[src/rtl/core/shash_pkg.sv]
`default_nettype none

package shash_pkg;

  localparam int unsigned RoundCount = 64;
  localparam int unsigned ChainWords = 8;
  localparam int unsigned WindowWords = 16;

  localparam logic [31:0] ROUND_K [0:RoundCount-1] = '{
    32'h428a2f98, 32'h71374491, 32'hb5c0fbcf, 32'he9b5dba5,
    32'h3956c25b, 32'h59f111f1, 32'h923f82a4, 32'hab1c5ed5,
    32'hd807aa98, 32'h12835b01, 32'h243185be, 32'h550c7dc3,
    32'h72be5d74, 32'h80deb1fe, 32'h9bdc06a7, 32'hc19bf174,
    32'he49b69c1, 32'hefbe4786, 32'h0fc19dc6, 32'h240ca1cc,
    32'h2de92c6f, 32'h4a7484aa, 32'h5cb0a9dc, 32'h76f988da,
    32'h983e5152, 32'ha831c66d, 32'hb00327c8, 32'hbf597fc7,
    32'hc6e00bf3, 32'hd5a79147, 32'h06ca6351, 32'h14292967,
    32'h27b70a85, 32'h2e1b2138, 32'h4d2c6dfc, 32'h53380d13,
    32'h650a7354, 32'h766a0abb, 32'h81c2c92e, 32'h92722c85,
    32'ha2bfe8a1, 32'ha81a664b, 32'hc24b8b70, 32'hc76c51a3,
    32'hd192e819, 32'hd6990624, 32'hf40e3585, 32'h106aa070,
    32'h19a4c116, 32'h1e376c08, 32'h2748774c, 32'h34b0bcb5,
    32'h391c0cb3, 32'h4ed8aa4a, 32'h5b9cca4f, 32'h682e6ff3,
    32'h748f82ee, 32'h78a5636f, 32'h84c87814, 32'h8cc70208,
    32'h90befffa, 32'ha4506ceb, 32'hbef9a3f7, 32'hc67178f2
  };

  localparam logic [31:0] INITIAL_HASH [0:ChainWords-1] = '{
    32'h6a09e667, 32'hbb67ae85, 32'h3c6ef372, 32'ha54ff53a,
    32'h510e527f, 32'h9b05688c, 32'h1f83d9ab, 32'h5be0cd19
  };

  localparam logic [7:0] PAD_BYTE = 8'h80;

  function automatic logic [31:0] big_sigma0(input logic [31:0] x);
    big_sigma0 = {x[1:0], x[31:2]} ^ {x[12:0], x[31:13]} ^ {x[21:0], x[31:22]};
  endfunction

  function automatic logic [31:0] big_sigma1(input logic [31:0] x);
    big_sigma1 = {x[5:0], x[31:6]} ^ {x[10:0], x[31:11]} ^ {x[24:0], x[31:25]};
  endfunction

  function automatic logic [31:0] small_sigma0(input logic [31:0] x);
    small_sigma0 = {x[6:0], x[31:7]} ^ {x[17:0], x[31:18]} ^ {3'b000, x[31:3]};
  endfunction

  function automatic logic [31:0] small_sigma1(input logic [31:0] x);
    small_sigma1 = {x[16:0], x[31:17]} ^ {x[18:0], x[31:19]} ^ {10'b0, x[31:10]};
  endfunction

endpackage

`default_nettype wire

[src/rtl/core/sha256_stream_hasher.sv]
`default_nettype none

// SHA-256 over a byte stream. Each transaction on the input channel carries at most one
// message byte and may close the message; a closing transaction leads, after padding and
// compression, to eight transactions on the output channel, digest word 0 first. While
// bytes are being gathered one transaction is taken per cycle; the transaction that
// completes a 64-byte block then holds the input while one shared round unit runs
// the 64 rounds one per cycle and a final add step adds the result into the chaining
// value. After a closing transaction the pad, zero fill and length are written one byte
// per cycle (up to 64, or up to 72 when an extra block is needed), each padded block is
// compressed in the same way, and the input stays stalled until the eighth digest word has
// been taken. Bytes past the 2^61-1 byte limit are dropped and flagged on every digest word.
module sha256_stream_hasher (
  input  wire logic        clk,
  input  wire logic        rst_n,
  input  wire logic        in_valid,
  output logic             in_ready,
  input  wire logic [7:0]  in_data_byte,
  input  wire logic        in_has_byte,
  input  wire logic        in_end_of_message,
  output logic             out_valid,
  input  wire logic        out_ready,
  output logic [31:0]      out_digest_word,
  output logic [2:0]       out_word_number,
  output logic             out_last_word,
  output logic             out_length_overflow
);

  typedef enum logic [4:0] {
    S_IDLE  = 5'b00001,
    S_PAD   = 5'b00010,
    S_ROUND = 5'b00100,
    S_ADD   = 5'b01000,
    S_OUT   = 5'b10000
  } state_t;

  state_t      state_r, state_nxt;
  logic [5:0]  fill_r, fill_nxt;
  logic [60:0] msg_r, msg_nxt;
  logic        ovf_r, ovf_nxt;
  logic        pad_r, pad_nxt;
  logic        p80_r, p80_nxt;
  logic        len_ok_r, len_ok_nxt;
  logic        final_r, final_nxt;
  logic [5:0]  round_r, round_nxt;
  logic [2:0]  idx_r, idx_nxt;

  logic [31:0] w_r [0:shash_pkg::WindowWords-1];
  logic [31:0] v_r [0:shash_pkg::ChainWords-1];
  logic [31:0] chain_r [0:shash_pkg::ChainWords-1];

  logic        in_acc;
  logic        out_acc;
  logic        wr_en;
  logic [7:0]  wr_byte;
  logic        start_comp;
  logic        msg_done;
  logic [63:0] bit_len;
  logic [7:0]  len_byte;
  logic [31:0] t1;
  logic [31:0] t2;
  logic [31:0] w_new;

  assign in_ready = (state_r == S_IDLE);
  assign in_acc   = in_valid && in_ready;
  assign out_valid = (state_r == S_OUT);
  assign out_acc  = out_valid && out_ready;
  assign msg_done = out_acc && (idx_r == 3'd7);

  assign out_digest_word     = chain_r[0];
  assign out_word_number     = idx_r;
  assign out_last_word       = (idx_r == 3'd7);
  assign out_length_overflow = ovf_r;

  assign bit_len  = {msg_r, 3'b000};
  assign len_byte = bit_len[{~fill_r[2:0], 3'b000} +: 8];

  assign t1 = v_r[7] + shash_pkg::big_sigma1(v_r[4]) +
              ((v_r[4] & v_r[5]) ^ (~v_r[4] & v_r[6])) +
              shash_pkg::ROUND_K[round_r] + w_r[0];
  assign t2 = shash_pkg::big_sigma0(v_r[0]) +
              ((v_r[0] & v_r[1]) ^ (v_r[0] & v_r[2]) ^ (v_r[1] & v_r[2]));
  assign w_new = w_r[0] + shash_pkg::small_sigma0(w_r[1]) + w_r[9] +
                 shash_pkg::small_sigma1(w_r[14]);

  always_comb begin
    state_nxt  = state_r;
    fill_nxt   = fill_r;
    msg_nxt    = msg_r;
    ovf_nxt    = ovf_r;
    pad_nxt    = pad_r;
    p80_nxt    = p80_r;
    len_ok_nxt = len_ok_r;
    final_nxt  = final_r;
    round_nxt  = round_r;
    idx_nxt    = idx_r;
    wr_en      = 1'b0;
    wr_byte    = in_data_byte;
    start_comp = 1'b0;
    unique case (state_r)
      S_IDLE: begin
        if (in_acc) begin
          if (in_has_byte) begin
            if (&msg_r) begin
              ovf_nxt = 1'b1;
            end else begin
              wr_en    = 1'b1;
              fill_nxt = fill_r + 6'd1;
              msg_nxt  = msg_r + 61'd1;
              if (fill_r == 6'd63) begin
                start_comp = 1'b1;
              end
            end
          end
          if (in_end_of_message) begin
            pad_nxt = 1'b1;
            state_nxt = S_PAD;
          end
          if (start_comp) begin
            state_nxt = S_ROUND;
          end
        end
      end
      S_PAD: begin
        wr_en    = 1'b1;
        fill_nxt = fill_r + 6'd1;
        if (!p80_r) begin
          wr_byte    = shash_pkg::PAD_BYTE;
          p80_nxt    = 1'b1;
          len_ok_nxt = (fill_r[5:3] != 3'b111);
        end else if (len_ok_r && (fill_r[5:3] == 3'b111)) begin
          wr_byte = len_byte;
        end else begin
          wr_byte = 8'h00;
        end
        if (fill_r == 6'd63) begin
          start_comp = 1'b1;
          final_nxt  = p80_r && len_ok_r;
          state_nxt  = S_ROUND;
        end
      end
      S_ROUND: begin
        round_nxt = round_r + 6'd1;
        if (round_r == 6'd63) begin
          state_nxt = S_ADD;
        end
      end
      S_ADD: begin
        if (final_r) begin
          idx_nxt   = 3'd0;
          state_nxt = S_OUT;
        end else if (pad_r) begin
          len_ok_nxt = 1'b1;
          state_nxt  = S_PAD;
        end else begin
          state_nxt = S_IDLE;
        end
      end
      S_OUT: begin
        if (out_acc) begin
          idx_nxt = idx_r + 3'd1;
          if (idx_r == 3'd7) begin
            state_nxt  = S_IDLE;
            fill_nxt   = 6'd0;
            msg_nxt    = 61'd0;
            ovf_nxt    = 1'b0;
            pad_nxt    = 1'b0;
            p80_nxt    = 1'b0;
            len_ok_nxt = 1'b0;
            final_nxt  = 1'b0;
          end
        end
      end
      default: begin
        state_nxt = S_IDLE;
      end
    endcase
    if (start_comp) begin
      round_nxt = 6'd0;
    end
  end

  always_ff @(posedge clk) begin
    if (!rst_n) begin
      state_r  <= S_IDLE;
      fill_r   <= 6'd0;
      msg_r    <= 61'd0;
      ovf_r    <= 1'b0;
      pad_r    <= 1'b0;
      p80_r    <= 1'b0;
      len_ok_r <= 1'b0;
      final_r  <= 1'b0;
      round_r  <= 6'd0;
      idx_r    <= 3'd0;
    end else begin
      state_r  <= state_nxt;
      fill_r   <= fill_nxt;
      msg_r    <= msg_nxt;
      ovf_r    <= ovf_nxt;
      pad_r    <= pad_nxt;
      p80_r    <= p80_nxt;
      len_ok_r <= len_ok_nxt;
      final_r  <= final_nxt;
      round_r  <= round_nxt;
      idx_r    <= idx_nxt;
    end
  end

  always_ff @(posedge clk) begin
    if (wr_en) begin
      unique case (fill_r[1:0])
        2'd0: w_r[fill_r[5:2]][31:24] <= wr_byte;
        2'd1: w_r[fill_r[5:2]][23:16] <= wr_byte;
        2'd2: w_r[fill_r[5:2]][15:8]  <= wr_byte;
        2'd3: w_r[fill_r[5:2]][7:0]   <= wr_byte;
        default: w_r[fill_r[5:2]][7:0] <= wr_byte;
      endcase
    end else if (state_r == S_ROUND) begin
      for (int k = 0; k < shash_pkg::WindowWords - 1; k++) begin
        w_r[k] <= w_r[k+1];
      end
      w_r[shash_pkg::WindowWords-1] <= w_new;
    end
  end

  always_ff @(posedge clk) begin
    if (start_comp) begin
      for (int k = 0; k < shash_pkg::ChainWords; k++) begin
        v_r[k] <= chain_r[k];
      end
    end else if (state_r == S_ROUND) begin
      v_r[7] <= v_r[6];
      v_r[6] <= v_r[5];
      v_r[5] <= v_r[4];
      v_r[4] <= v_r[3] + t1;
      v_r[3] <= v_r[2];
      v_r[2] <= v_r[1];
      v_r[1] <= v_r[0];
      v_r[0] <= t1 + t2;
    end
  end

  always_ff @(posedge clk) begin
    if (!rst_n || msg_done) begin
      for (int k = 0; k < shash_pkg::ChainWords; k++) begin
        chain_r[k] <= shash_pkg::INITIAL_HASH[k];
      end
    end else if (state_r == S_ADD) begin
      for (int k = 0; k < shash_pkg::ChainWords; k++) begin
        chain_r[k] <= chain_r[k] + v_r[k];
      end
    end else if (out_acc) begin
      for (int k = 0; k < shash_pkg::ChainWords - 1; k++) begin
        chain_r[k] <= chain_r[k+1];
      end
      chain_r[shash_pkg::ChainWords-1] <= chain_r[0];
    end
  end

endmodule

`default_nettype wire

[config.mk]
export PLATFORM = sky130hd
export DESIGN_NAME = sha256_stream_hasher
export DESIGN_NICKNAME = d
export VERILOG_FILES = /design/src/rtl/core/shash_pkg.sv /design/src/rtl/core/sha256_stream_hasher.sv
export SDC_FILE = /design/constraint.sdc
export NUM_CORES = 2
export LEC_CHECK = 0
export BUFFER_PORTS_ARGS = -buffer_cell sky130_fd_sc_hd__buf_2
export CORE_AREA = 5 5 598 363
export DETAILED_ROUTE_END_ITERATION = 8
export DIE_AREA = 0 0 603 368
export GPL_TIMING_DRIVEN = 0
export PLACE_DENSITY = 0.49
export SLEW_MARGIN = 15
export SYNTH_ARGS = -nofsm -noshare
export SYNTH_HDL_FRONTEND = slang
export SYNTH_SLANG_ARGS = --single-unit
[constraint.sdc]
create_clock -name clk -period 21.9 [get_ports clk]
set_input_delay 2.19 -clock clk [delete_from_list [all_inputs] [get_ports clk]]
set_output_delay 2.19 -clock clk [all_outputs]
set_load 0.05 [all_outputs]
==> results.toml <==
[setup_path]
cp.required_ns = 22.49
cp_num_cells = 38
cp_max_fo = 10
r2r_setup_slack_ns = 8.65
critPathBufInv = 8
path_class = "reg2reg"
cp-end-kind = "flop"
reg2reg_from = "round_r[1]"
cp_slowest_cell = "xor2_1"
critPathCapture = "v_r[0][31]"
worstPathArrival_ns = 13.85
rr_worst_depth = 38
start_kind = "flop"
worstSetupStartpoint = "round_r[1]"
path_delay_family = "compound AO/OA/AOI/OAI gates"
rr_endpoint = "v_r[0][31]"
slowest_delay_ns = 0.96

[timing]
clock.fmax_ghz = 0.07546
hold_viol_final = 0
fin_crit_sh = 0.6051
worst_slack_ns = 8.649
tightest_slew_ns = 1.490
whs_ns = 0.5020
finalClockSkew_ns = 0.04876
slew_violations = 1
setup_violations = 0
slew_headroom = -0.003578
fin_crit_ns = 13.25
rsz0062_at_grt = "no"

[synth]
synth.avg_cell_area_um2 = 9.951
syn-num-nets = 7983
ys_seq_elements = 1110
yosys-top-cells-area = "edfxtp_1, ha_1, nand2_1, a21o_1, fa_1"
synth_top_area_cell = "edfxtp_1"
synth_area_mm2 = 0.07338
seq_area_frac_synth = 0.4425
synth_top_area_frac = 0.4191
async_reset_ff_frac = 0
yosysWarnings = 0
ys.flop_type = "edfxtp_1"
ys_types = 91
syn_inst = 7374
synth_edf_count = 1024

[detailed_routing]
vias_per_cell = 5.903
wl_met3_mm = 58.35
drt_iter0_drc = 9302
routedWlPerCell_um = 32.65
drc_errors = 0
via_count = 62010
drtPass1Iterations = 6
wl_met1_mm = 169.5
maxUsedRoutingLayer = "met5"
final_antenna_net_count = 0
met2_wirelength_mm = 108.6
totalWireLength_mm = 342.9

[floorplanning]
design.portCount = 53
core_mm2 = 0.2113
fp.dieW_um = 603
dieArea_mm2 = 0.2219
num_rows = 131
chipHeight_um = 368
start_util = 0.3473

[outcome]
status = "finished with violations"
violations = "max-capacitance violations, max-slew violations"

[finish]
fin_nets = 8217
final_common_cell = "nand2_1"
areaGrowthSynthToFinish_pct = 11.84
fill_cells = 21050
final_cell_mix = "nand2_1, edfxtp_1, a21o_1, a21oi_1, o21ai_0"
drive_gt1_frac = 0.05817
finalNonFillerCells = 10500

[clock_network]
clk_latency_ns = 0.78
cts_resized = 0
htree_levels = 3
hold_buffers = 0
cts_inserted_buffers = 119
post_cts_buffers = 0
clkTransAtPathRegs_ns = 0.06
cts_sinks = 1110
cts_tree = "yes"
root_buffer = "clkbuf_16"
clockBufferDepth = 3

[pwr]
power_density_mw_per_mm2 = 92.26
power_mw = 7.571
vdd.ir_drop.worst_mv = 0.09090
p_leak_nw = 32.54

[grt]
antenna_found_initial = 31
overflow = 0
grt_pass1_wl_mm = 464.9
first_global_vias = 55870
track_usage = 0.2983
grt_max_degree = 48

[place]
dp.cells = 10280
gp_congestion = 1.014
place_ws_ns = 9.426
dp_hpwl_mm = 277.2
io_buffers = 52

[min_path]
min_path_type = "reg2reg"

[flow_run]
maxCapViolations = 1
## worst register-to-register path, delay by kind of cell (launching register included)
| family | cells | cell delay, ns |
|---|---|---|
| simple gates | 7 | 1.24 |
| flops | 1 | 0.61 |
| fa+ha+maj | 8 | 3.56 |
| compound gates | 13 | 4.01 |
| xor+xnor | 2 | 1.17 |
| buf+inv | 8 | 2.48 |
## synthesized netlist by cell type (87+ instances only)
| cell type | number |
|---|---|
| o21ai_0 | 492 |
| xor2_1 | 241 |
| ha_1 | 400 |
| nand3_1 | 102 |
| xnor2_1 | 391 |
| a21o_1 | 583 |
| clkbuf_1 | 363 |
| a21oi_1 | 455 |
| fa_1 | 195 |
| inv_1 | 313 |
| nand2_1 | 1246 |
| nor2_1 | 407 |
| edfxtp_1 | 1024 |
| nor3_1 | 87 |
## per-stage QoR
stage / cell area [um2] / setup TNS, ns / utilization
floorplan: 73380 / 0 / -
global placement: 77130 / -985.98 / 0.3651
detailed placement: 78360 / 0 / 0.3709
CTS: 82030 / 0 / 0.3883
global route: 82050 / 0 / 0.3883
finish: 82070 / 0 / 0.3884
## power breakdown
part / internal (mW) / switching, mW
Clock: 1.08 / 0.937
Sequential: 2.40 / 0.0926
Combinational: 1.11 / 1.95
## worst min path at each step
| stage | from | to | cells after the start |
|---|---|---|---|
| 3_5_place_dp | w_r[10][13] | w_r[9][13] | 2 |
| 3_3_place_gp | msg_r[60] | msg_r[60] | 2 |
| 4_1_cts | msg_r[60] | msg_r[60] | 2 |
| 2_1_floorplan | msg_r[60] | msg_r[60] | 2 |
| 6_report | msg_r[60] | msg_r[60] | 2 |
| 5_1_grt | w_r[15][20] | w_r[14][20] | 1 |
## kinds of logic (layout without fill, tap and decap cells)
kind of cell	after synthesis	count (layout)	synth area share
compound gates	2015	2015	0.1767
xor+xnor	634	634	0.07607
fa+ha+maj	599	599	0.1220
buf+inv	751	1078	0.04016
flops	1110	1110	0.4425
mux	72	72	0.01356
other cells	0	10	0
simple gates	2193	2193	0.1290
## routing by layer
metal / up-vias / track usage
met5: - / 0.01206
met4: 35 / 0.04781
met3: 315 / 0.1518
met2: 3760 / 0.3192
met1: 31220 / 0.4965
li1: 26680 / -
## layout make-up
class / count / area [um2] / area share
Buffer: 432 / 1773 / 0.02160
Clock inverter: 72 / 575.6 / 0.007013
Multi-Input combinational cell: 5513 / 38160 / 0.4650
Clock buffer: 142 / 3095 / 0.03772
Timing Repair Buffer: 113 / 1272 / 0.01551
Sequential cell: 1110 / 32470 / 0.3957
Inverter: 319 / 1197 / 0.01459
Antenna cell: 10 / 25.02 / 0.0003049
Tap cell: 2793 / 3495 / 0.04258
## flip-flops by register name (all words and copies together) (netlist names)
name,flops
final_r,1
w_r,512
state_r,5
p80_r,1
round_r,6
fill_r,6
out_word_number,3
out_length_overflow,1
chain_r,256
pad_r,1
msg_r,61
len_ok_r,1
v_r,256
Note: power is estimated with default switching activity, not from simulation.
